===== config.mk =====
export PLATFORM = sky130hd
export DESIGN_NAME = lzst_datapath
export DESIGN_NICKNAME = d
export VERILOG_FILES = /design/src/hw/rtl/lzst_pkg.sv /design/src/hw/rtl/lzst_datapath.sv
export SDC_FILE = /design/constraint.sdc
export NUM_CORES = 2
export LEC_CHECK = 0
export ABC_CLOCK_PERIOD_IN_PS = 9300
export BUFFER_PORTS_ARGS = -buffer_cell sky130_fd_sc_hd__clkbuf_2
export CORE_AREA = 2 2 482 436
export CTS_CLUSTER_DIAMETER = 200
export CTS_CLUSTER_SIZE = 10
export DETAILED_ROUTE_END_ITERATION = 8
export DIE_AREA = 0 0 484 438
export SLEW_MARGIN = 40
export SYNTH_ARGS = -nofsm -noshare
export SYNTH_HDL_FRONTEND = slang
export SYNTH_SLANG_ARGS = --single-unit

===== constraint.sdc =====
create_clock -name clk -period 9.3 [get_ports clk]
set_input_delay 0.93 -clock clk [delete_from_list [all_inputs] [get_ports clk]]
set_output_delay 0.93 -clock clk [all_outputs]
set_load 0.01 [all_outputs]

===== src/hw/rtl/lzst_pkg.sv =====
package lzst_pkg;

    localparam int MAX_LAYERS = 16;
    localparam int ID_W       = 5;
    localparam int IDX_W      = $clog2(MAX_LAYERS);
    localparam int CNT_W      = $clog2(MAX_LAYERS + 1);
    localparam int OP_W       = 3;
    localparam int STAT_W     = 2;
    localparam int TH_W       = 8;

    localparam logic [OP_W-1:0] OP_NEW     = 3'd0;
    localparam logic [OP_W-1:0] OP_WINDOW  = 3'd1;
    localparam logic [OP_W-1:0] OP_MOVE    = 3'd2;
    localparam logic [OP_W-1:0] OP_MOVEREL = 3'd3;
    localparam logic [OP_W-1:0] OP_RESTACK = 3'd4;
    localparam logic [OP_W-1:0] OP_HIDE    = 3'd5;
    localparam logic [OP_W-1:0] OP_FIND    = 3'd6;

    localparam logic [STAT_W-1:0] ST_OK      = 2'd0;
    localparam logic [STAT_W-1:0] ST_UNKNOWN = 2'd1;
    localparam logic [STAT_W-1:0] ST_NOFREE  = 2'd2;

    typedef struct packed {
        logic capture;
        logic exec;
        logic rm_step;
        logic ins_start;
        logic ins_step;
        logic q_step;
        logic load_out;
    } lzst_cmd_t;

    typedef struct packed {
        logic [OP_W-1:0] op;
        logic            known;
        logic            rm_empty;
        logic            rm_last;
        logic            ins_skip;
        logic            ins_done;
        logic            q_hit;
        logic            q_end;
        logic            out_busy;
    } lzst_sts_t;

endpackage


===== src/hw/rtl/lzst_datapath.sv =====
module lzst_datapath #(
    parameter int COORD_WIDTH = 16,
    parameter int SIZE_WIDTH  = 13
) (
    input  logic                               clk,
    input  logic                               rst_n,
    input  lzst_pkg::lzst_cmd_t                cmd,
    output lzst_pkg::lzst_sts_t                sts,
    input  logic [lzst_pkg::OP_W-1:0]          op,
    input  logic [lzst_pkg::ID_W-1:0]          layer_id,
    input  logic signed [COORD_WIDTH-1:0]      coord_x,
    input  logic signed [COORD_WIDTH-1:0]      coord_y,
    input  logic [SIZE_WIDTH-1:0]              win_width,
    input  logic [SIZE_WIDTH-1:0]              win_height,
    input  logic signed [lzst_pkg::TH_W-1:0]   target_height,
    input  logic [lzst_pkg::ID_W-1:0]          skip_id,
    output logic                               out_valid,
    input  logic                               out_ready,
    output logic [lzst_pkg::ID_W-1:0]          result_id,
    output logic                               hit,
    output logic [lzst_pkg::STAT_W-1:0]        status,
    output logic [lzst_pkg::ID_W-1:0]          shown_count
);
    import lzst_pkg::*;

    localparam int EW = ((COORD_WIDTH > SIZE_WIDTH) ? COORD_WIDTH : SIZE_WIDTH) + 2;

    // captured item
    logic [OP_W-1:0]         op_reg;
    logic [ID_W-1:0]         id_reg, excl_reg;
    logic [COORD_WIDTH-1:0]  cx_reg, cy_reg;
    logic [SIZE_WIDTH-1:0]   ww_reg, wh_reg;
    logic [TH_W-1:0]         th_reg;

    // layer table and stack
    logic [COORD_WIDTH-1:0]  tbl_x [MAX_LAYERS];
    logic [COORD_WIDTH-1:0]  tbl_y [MAX_LAYERS];
    logic [SIZE_WIDTH-1:0]   tbl_w [MAX_LAYERS];
    logic [SIZE_WIDTH-1:0]   tbl_h [MAX_LAYERS];
    logic [MAX_LAYERS-1:0]   has_win_reg;
    logic [ID_W-1:0]         stk [MAX_LAYERS];

    logic [CNT_W-1:0]        count_reg, last_reg, i_reg, h_reg;
    logic                    found_reg, sid_vld_reg, out_valid_reg;
    logic [ID_W-1:0]         sid_reg;
    logic [ID_W-1:0]         rid_reg, out_id_reg, out_cnt_reg;
    logic                    hit_reg, out_hit_reg;
    logic [STAT_W-1:0]       stat_reg, out_stat_reg;

    logic                    known, full;
    logic [IDX_W-1:0]        k_idx, new_idx, sid_idx, tbl_idx, stk_rd_idx, im1_idx;
    logic [ID_W-1:0]         stk_rd;
    logic [COORD_WIDTH-1:0]  rd_x, rd_y;
    logic [SIZE_WIDTH-1:0]   rd_w, rd_h;
    logic signed [EW-1:0]    px_e, py_e, x0_e, y0_e, x1_e, y1_e;
    logic                    in_box, q_match;
    logic [TH_W-1:0]         cnt_th;
    logic [STAT_W-1:0]       exec_stat;

    function automatic logic layer_id_known(input logic [ID_W-1:0] id);
        layer_id_known = (id != '0) && (id <= ID_W'(last_reg));
    endfunction

    assign known   = (layer_id_known(id_reg));
    assign full    = (last_reg == CNT_W'(MAX_LAYERS));
    assign k_idx   = IDX_W'(id_reg - 1'b1);
    assign new_idx = last_reg[IDX_W-1:0];
    assign sid_idx = IDX_W'(sid_reg - 1'b1);
    assign im1_idx = IDX_W'(i_reg - 1'b1);
    assign tbl_idx = cmd.q_step ? sid_idx : k_idx;
    assign stk_rd_idx = cmd.rm_step ? i_reg[IDX_W-1:0] : im1_idx;
    assign stk_rd  = stk[stk_rd_idx];
    assign rd_x    = tbl_x[tbl_idx];
    assign rd_y    = tbl_y[tbl_idx];
    assign rd_w    = tbl_w[tbl_idx];
    assign rd_h    = tbl_h[tbl_idx];

    // containment with inclusive far edges, no wrap on the far edge
    assign px_e   = {{(EW-COORD_WIDTH){cx_reg[COORD_WIDTH-1]}}, cx_reg};
    assign py_e   = {{(EW-COORD_WIDTH){cy_reg[COORD_WIDTH-1]}}, cy_reg};
    assign x0_e   = {{(EW-COORD_WIDTH){rd_x[COORD_WIDTH-1]}}, rd_x};
    assign y0_e   = {{(EW-COORD_WIDTH){rd_y[COORD_WIDTH-1]}}, rd_y};
    assign x1_e   = x0_e + $signed({{(EW-SIZE_WIDTH){1'b0}}, rd_w});
    assign y1_e   = y0_e + $signed({{(EW-SIZE_WIDTH){1'b0}}, rd_h});
    assign in_box = (x0_e <= px_e) && (px_e <= x1_e) && (y0_e <= py_e) && (py_e <= y1_e);
    assign q_match = sid_vld_reg && (sid_reg != excl_reg) && has_win_reg[sid_idx] && in_box;

    assign cnt_th = TH_W'(count_reg);

    always_comb
    begin
        exec_stat = ST_OK;
        if (op_reg == OP_NEW && full)
            exec_stat = ST_NOFREE;
        else if (!known && op_reg >= OP_WINDOW && op_reg <= OP_HIDE)
            exec_stat = ST_UNKNOWN;
    end

    always_comb
    begin
        sts          = '0;
        sts.op       = op_reg;
        sts.known    = known;
        sts.rm_empty = (count_reg == '0);
        sts.rm_last  = (CNT_W'(i_reg + 1'b1) == count_reg);
        sts.ins_skip = (op_reg != OP_RESTACK) || th_reg[TH_W-1]
                       || (count_reg == CNT_W'(MAX_LAYERS));
        sts.ins_done = (i_reg <= h_reg);
        sts.q_hit    = q_match;
        sts.q_end    = !q_match && (i_reg == '0);
        sts.out_busy = out_valid_reg && !out_ready;
    end

    // control state
    always_ff @(posedge clk or negedge rst_n)
    begin
        if (!rst_n)
        begin
            count_reg     <= '0;
            last_reg      <= '0;
            i_reg         <= '0;
            found_reg     <= 1'b0;
            sid_vld_reg   <= 1'b0;
            out_valid_reg <= 1'b0;
            has_win_reg   <= '0;
        end
        else
        begin
            if (cmd.load_out)
                out_valid_reg <= 1'b1;
            else if (out_valid_reg && out_ready)
                out_valid_reg <= 1'b0;
            if (cmd.exec)
            begin
                unique case (op_reg)
                    OP_NEW:
                    begin
                        if (!full)
                        begin
                            last_reg             <= CNT_W'(last_reg + 1'b1);
                            has_win_reg[new_idx] <= 1'b0;
                        end
                    end
                    OP_WINDOW:
                    begin
                        if (known)
                            has_win_reg[k_idx] <= 1'b1;
                    end
                    OP_RESTACK, OP_HIDE:
                    begin
                        i_reg     <= '0;
                        found_reg <= 1'b0;
                    end
                    OP_FIND:
                    begin
                        i_reg       <= count_reg;
                        sid_vld_reg <= 1'b0;
                    end
                    default:
                    begin
                    end
                endcase
            end
            if (cmd.rm_step)
            begin
                i_reg <= CNT_W'(i_reg + 1'b1);
                if (stk_rd == id_reg)
                    found_reg <= 1'b1;
                if (sts.rm_last && (found_reg || stk_rd == id_reg))
                    count_reg <= CNT_W'(count_reg - 1'b1);
            end
            if (cmd.ins_start)
                i_reg <= count_reg;
            if (cmd.ins_step)
            begin
                if (i_reg > h_reg)
                    i_reg <= CNT_W'(i_reg - 1'b1);
                else
                    count_reg <= CNT_W'(count_reg + 1'b1);
            end
            if (cmd.q_step && !q_match && i_reg != '0)
            begin
                sid_vld_reg <= 1'b1;
                i_reg       <= CNT_W'(i_reg - 1'b1);
            end
        end
    end

    // payload: captured item, results, table, stack
    always_ff @(posedge clk)
    begin
        if (cmd.capture)
        begin
            op_reg   <= op;
            id_reg   <= layer_id;
            cx_reg   <= coord_x;
            cy_reg   <= coord_y;
            ww_reg   <= win_width;
            wh_reg   <= win_height;
            th_reg   <= target_height;
            excl_reg <= skip_id;
        end
        if (cmd.exec)
        begin
            rid_reg  <= (op_reg == OP_NEW && !full) ? ID_W'(last_reg + 1'b1) : '0;
            hit_reg  <= 1'b0;
            stat_reg <= exec_stat;
            unique case (op_reg)
                OP_NEW:
                begin
                    if (!full)
                    begin
                        tbl_x[new_idx] <= '0;
                        tbl_y[new_idx] <= '0;
                        tbl_w[new_idx] <= '0;
                        tbl_h[new_idx] <= '0;
                    end
                end
                OP_WINDOW:
                begin
                    if (known)
                    begin
                        tbl_w[k_idx] <= ww_reg;
                        tbl_h[k_idx] <= wh_reg;
                    end
                end
                OP_MOVE:
                begin
                    if (known)
                    begin
                        tbl_x[k_idx] <= cx_reg;
                        tbl_y[k_idx] <= cy_reg;
                    end
                end
                OP_MOVEREL:
                begin
                    if (known)
                    begin
                        tbl_x[k_idx] <= rd_x + cx_reg;
                        tbl_y[k_idx] <= rd_y + cy_reg;
                    end
                end
                default:
                begin
                end
            endcase
        end
        if (cmd.rm_step && found_reg)
            stk[im1_idx] <= stk_rd;
        if (cmd.ins_start)
            h_reg <= (th_reg > cnt_th) ? count_reg : CNT_W'(th_reg);
        if (cmd.ins_step)
        begin
            if (i_reg > h_reg)
                stk[i_reg[IDX_W-1:0]] <= stk_rd;
            else
                stk[h_reg[IDX_W-1:0]] <= id_reg;
        end
        if (cmd.q_step)
        begin
            if (q_match)
            begin
                rid_reg <= sid_reg;
                hit_reg <= 1'b1;
            end
            else if (i_reg != '0)
            begin
                sid_reg <= stk_rd;
            end
        end
        if (cmd.load_out)
        begin
            out_id_reg   <= rid_reg;
            out_hit_reg  <= hit_reg;
            out_stat_reg <= stat_reg;
            out_cnt_reg  <= ID_W'(count_reg);
        end
    end

    assign out_valid   = out_valid_reg;
    assign result_id   = out_id_reg;
    assign hit         = out_hit_reg;
    assign status      = out_stat_reg;
    assign shown_count = out_cnt_reg;

endmodule


==> metrics.yaml <==
critical_path:
  critPathSlowestCell: "buf_16"
  cp.required_ns: 8.37
  start_kind: "flip-flop"
  critPathKind: "flip-flop to output pin"
  ff2ff_setup_slack_ns: 1.77
  r2r_end: "rid_reg[1]$_DFF_P_"
  crit_path_max_incr_delay_ns: 0.47
  reg2reg_from: "id_reg[1]$_DFFE_PP_"
  cp_data_arrival_time_ns: 7.89
  path_max_fanout: 107
  crit_path_frequent_cell: "a21oi_1"
  path_buf_inv: 7
  end_kind: "output pin"
  cpLargestDelayFamily: "compound AO/OA/AOI/OAI gates"
  reg2regPathDepth: 33
synthesis:
  yosysSeqAreaShare_pct: 66.8
  synth_edf_count: 1112
  yosys_warnings: 0
  syn_area_um2: 51500
  synth_fp_nets: 3315
  ys_async_sr_fraction_pct: 2.95
  synthCells: 3066
  ys.flop_type: "edfxtp_1"
  synth_cell_types: 71
  ys_ff_latch: 1152
  syn_avg_cell_area_um2: 16.8
floorplan:
  core_um2: 207000
  die_h_um: 438
  start_util_pct: 24.8
  io-pin-count: 114
  fp.dieW_um: 484
  rows: 159
  die_area_um2: 212000
timing:
  fin_crit_ns: 8.82
  hold_viol_final: 0
  finalCritPeriodShare_pct: 94.8
  rsz0062_at_grt: "no"
  slew_headroom_pct: 41.6
  setup_viol: 0
  slew_viol_final: 0
  max_slew.worst_pin.slew_ns: 0.876
  skew_ns: 0.0423
  tns_ns: 0
  max_freq_mhz: 113
cells_and_area:
  design_area_um2: 59900
  drive_above_1_share_pct: 23.5
  diodes: 0
  reg.largest.list: "tbl_x x256, tbl_y x256"
  fin_cells: 6051
  area_growth_syn_to_layout_pct: 16.3
  filler_cell_count: 20500
  nets: 3537
grt:
  grtUsageTotal_pct: 12.6
  grt_use_met2_pct: 20.6
  grt.busiest_layer: "met2"
  use_met3_pct: 2.16
  antenna_found_initial: 10
  grt_pass1_wl_um: 198000
  grt_pass1_vias: 28800
  met1_usage_pct: 17.1
  grt_max_degree: 108
  grt_overflow: 0
power_and_ir_drop:
  power.leakage_uw: 0.0204
  ir_drop_uv: 221
  power_density_nw_per_um2: 327
  p_total_uw: 19600
place:
  place_area_um2: 56200
  dp.cells: 5888
  hpwl_um: 82000
  place_congestion: 0.849
  numPortBuffers: 113
status:
  outcome: "completed"
clocking:
  clk_latency_ns: 0.77
  cts_sinks: 1152
  clk_path_buf_depth: 3
  root_buffer: "clkbuf_16"
  clk_pin_slew_ns: 0.06
  numCtsBuffers: 133
  cts_tree: "built"
  h-tree-depth: 4
detailed_routing:
  wl_per_cell_um: 22.3
  drt_iter0_drc: 2414
  routed_wl_um: 135000
  ant_nets: 0
  first_pass_iters: 7
  detail_route.vias_per_cell: 4.70
  drc: 0
  num_vias: 28400
hold_path:
  hp-class: "primary input to asynchronous set/reset pin"
job:
  max_cap_viol_count: 0
==> cell usage after synthesis, drive strengths merged, types with 34 or more instances <==
cell | n | area [um^2]
o22ai | 54 | 338
dfrtp | 34 | 851
mux2i | 159 | 1600
nand2 | 100 | 375
nor2b | 76 | 475
clkbuf | 86 | 323
nor2 | 131 | 492
o21ai | 68 | 344
edfxtp | 1112 | 33400
ha | 156 | 1950
a211oi | 82 | 616
inv | 100 | 375
buf | 62 | 350
mux2 | 82 | 923
a21oi | 130 | 651
mux4 | 238 | 5360
xnor2 | 66 | 578
==> routing by layer <==
metal | routed length (um) | up-vias
li1 | - | 12600
met1 | 60100 | 14800
met2 | 64600 | 820
met3 | 7190 | 177
met4 | 2750 | 14
met5 | 83 | -
==> metrics by stage <==
stage | hold slack (ns) | util, % | setup slack (ns)
final | 0.162 | 28.9 | 0.484
after global routing | 0.171 | 28.9 | 0.0111
after CTS | 0.137 | 28.8 | 0.173
after detailed placement | 0.409 | 27.1 | 0.643
after global placement | 0.404 | 27.0 | 0.700
after floorplan | 0.400 | - | 1.49
==> worst reg2reg max path, delay by kind of cell, from the launching register on <==
| kind | cells | cell delay (ns) |
|---|---|---|
| buffers and inverters | 6 | 1.33 |
| XOR/XNOR | 1 | 0.12 |
| AND/OR/NAND/NOR | 9 | 1.58 |
| multiplexers | 4 | 1.30 |
| AO/OA/AOI/OAI | 10 | 1.72 |
| adder cells (fa/ha/maj) | 3 | 1.08 |
| flip-flops | 1 | 0.32 |
==> worst max-delay path by stage <==
stage	start	to	slack (ns)	depth (start not counted)
final	id_reg[1]$_DFFE_PP_	sts[1]	0.48	33
after global routing	id_reg[1]$_DFFE_PP_	sts[1]	0.01	33
after global placement	cmd[1]	sts[1]	0.70	27
after CTS	id_reg[1]$_DFFE_PP_	sts[1]	0.17	34
after detailed placement	cmd[1]	sts[1]	0.64	27
after floorplan	cmd[1]	sts[1]	1.49	31
==> layout by cell type (no fill, tap or decap), drive strengths merged, types with 14 or more instances in the layout <==
master,synthesis,layout
clkbuf,86,257
edfxtp,1112,1112
ha,156,156
nand3,23,23
inv,100,107
nor3,32,32
a21o,18,18
o21ai,68,68
nand2b,24,24
a31oi,14,14
a21oi,130,130
nor2,131,131
xnor2,66,66
buf,62,123
nor2b,76,76
nor4,16,16
mux2,82,82
o22ai,54,54
mux4,238,238
nand2,100,100
mux2i,159,159
xor2,27,27
and2,32,32
a211oi,82,82
dfrtp,34,34
==> kinds of logic (layout without fill, tap and decap cells) <==
family / count (synthesis) / after routing / synth area share, %
AOI/OAI and AO/OA: 448 / 448 / 5.60
xor gates and xnor gates: 93 / 93 / 1.58
adders and majority gates: 160 / 160 / 3.95
buffers and inverters: 250 / 498 / 2.05
DFF: 1152 / 1152 / 66.8
muxes: 479 / 479 / 15.3
and+or+nand+nor: 484 / 484 / 4.75
==> layout make-up <==
class | count | area (um^2) | area share [%]
flip-flops and latches | 1152 | 34400 | 57.4
multi-input cells | 1664 | 16400 | 27.5
well taps | 2737 | 3420 | 5.72
clock buffers | 145 | 3390 | 5.67
repair buffers | 235 | 1620 | 2.70
inverters | 102 | 383 | 0.640
clock inverters | 16 | 233 | 0.389
==> power by group <==
group          switching, uW  internal [uW]
clock                   2030           2590
sequential               267           6200
combinational           4750           3720
==> timing repair <==
| action | in CTS | in global routing |
|---|---|---|
| hold buffers | 0 | 0 |
| resized for setup | 0 | 4 |
| setup buffers | 0 | 2 |
| endpoints found under the setup margin | 0 | 2 |
Power figures use the tool's default switching activity.
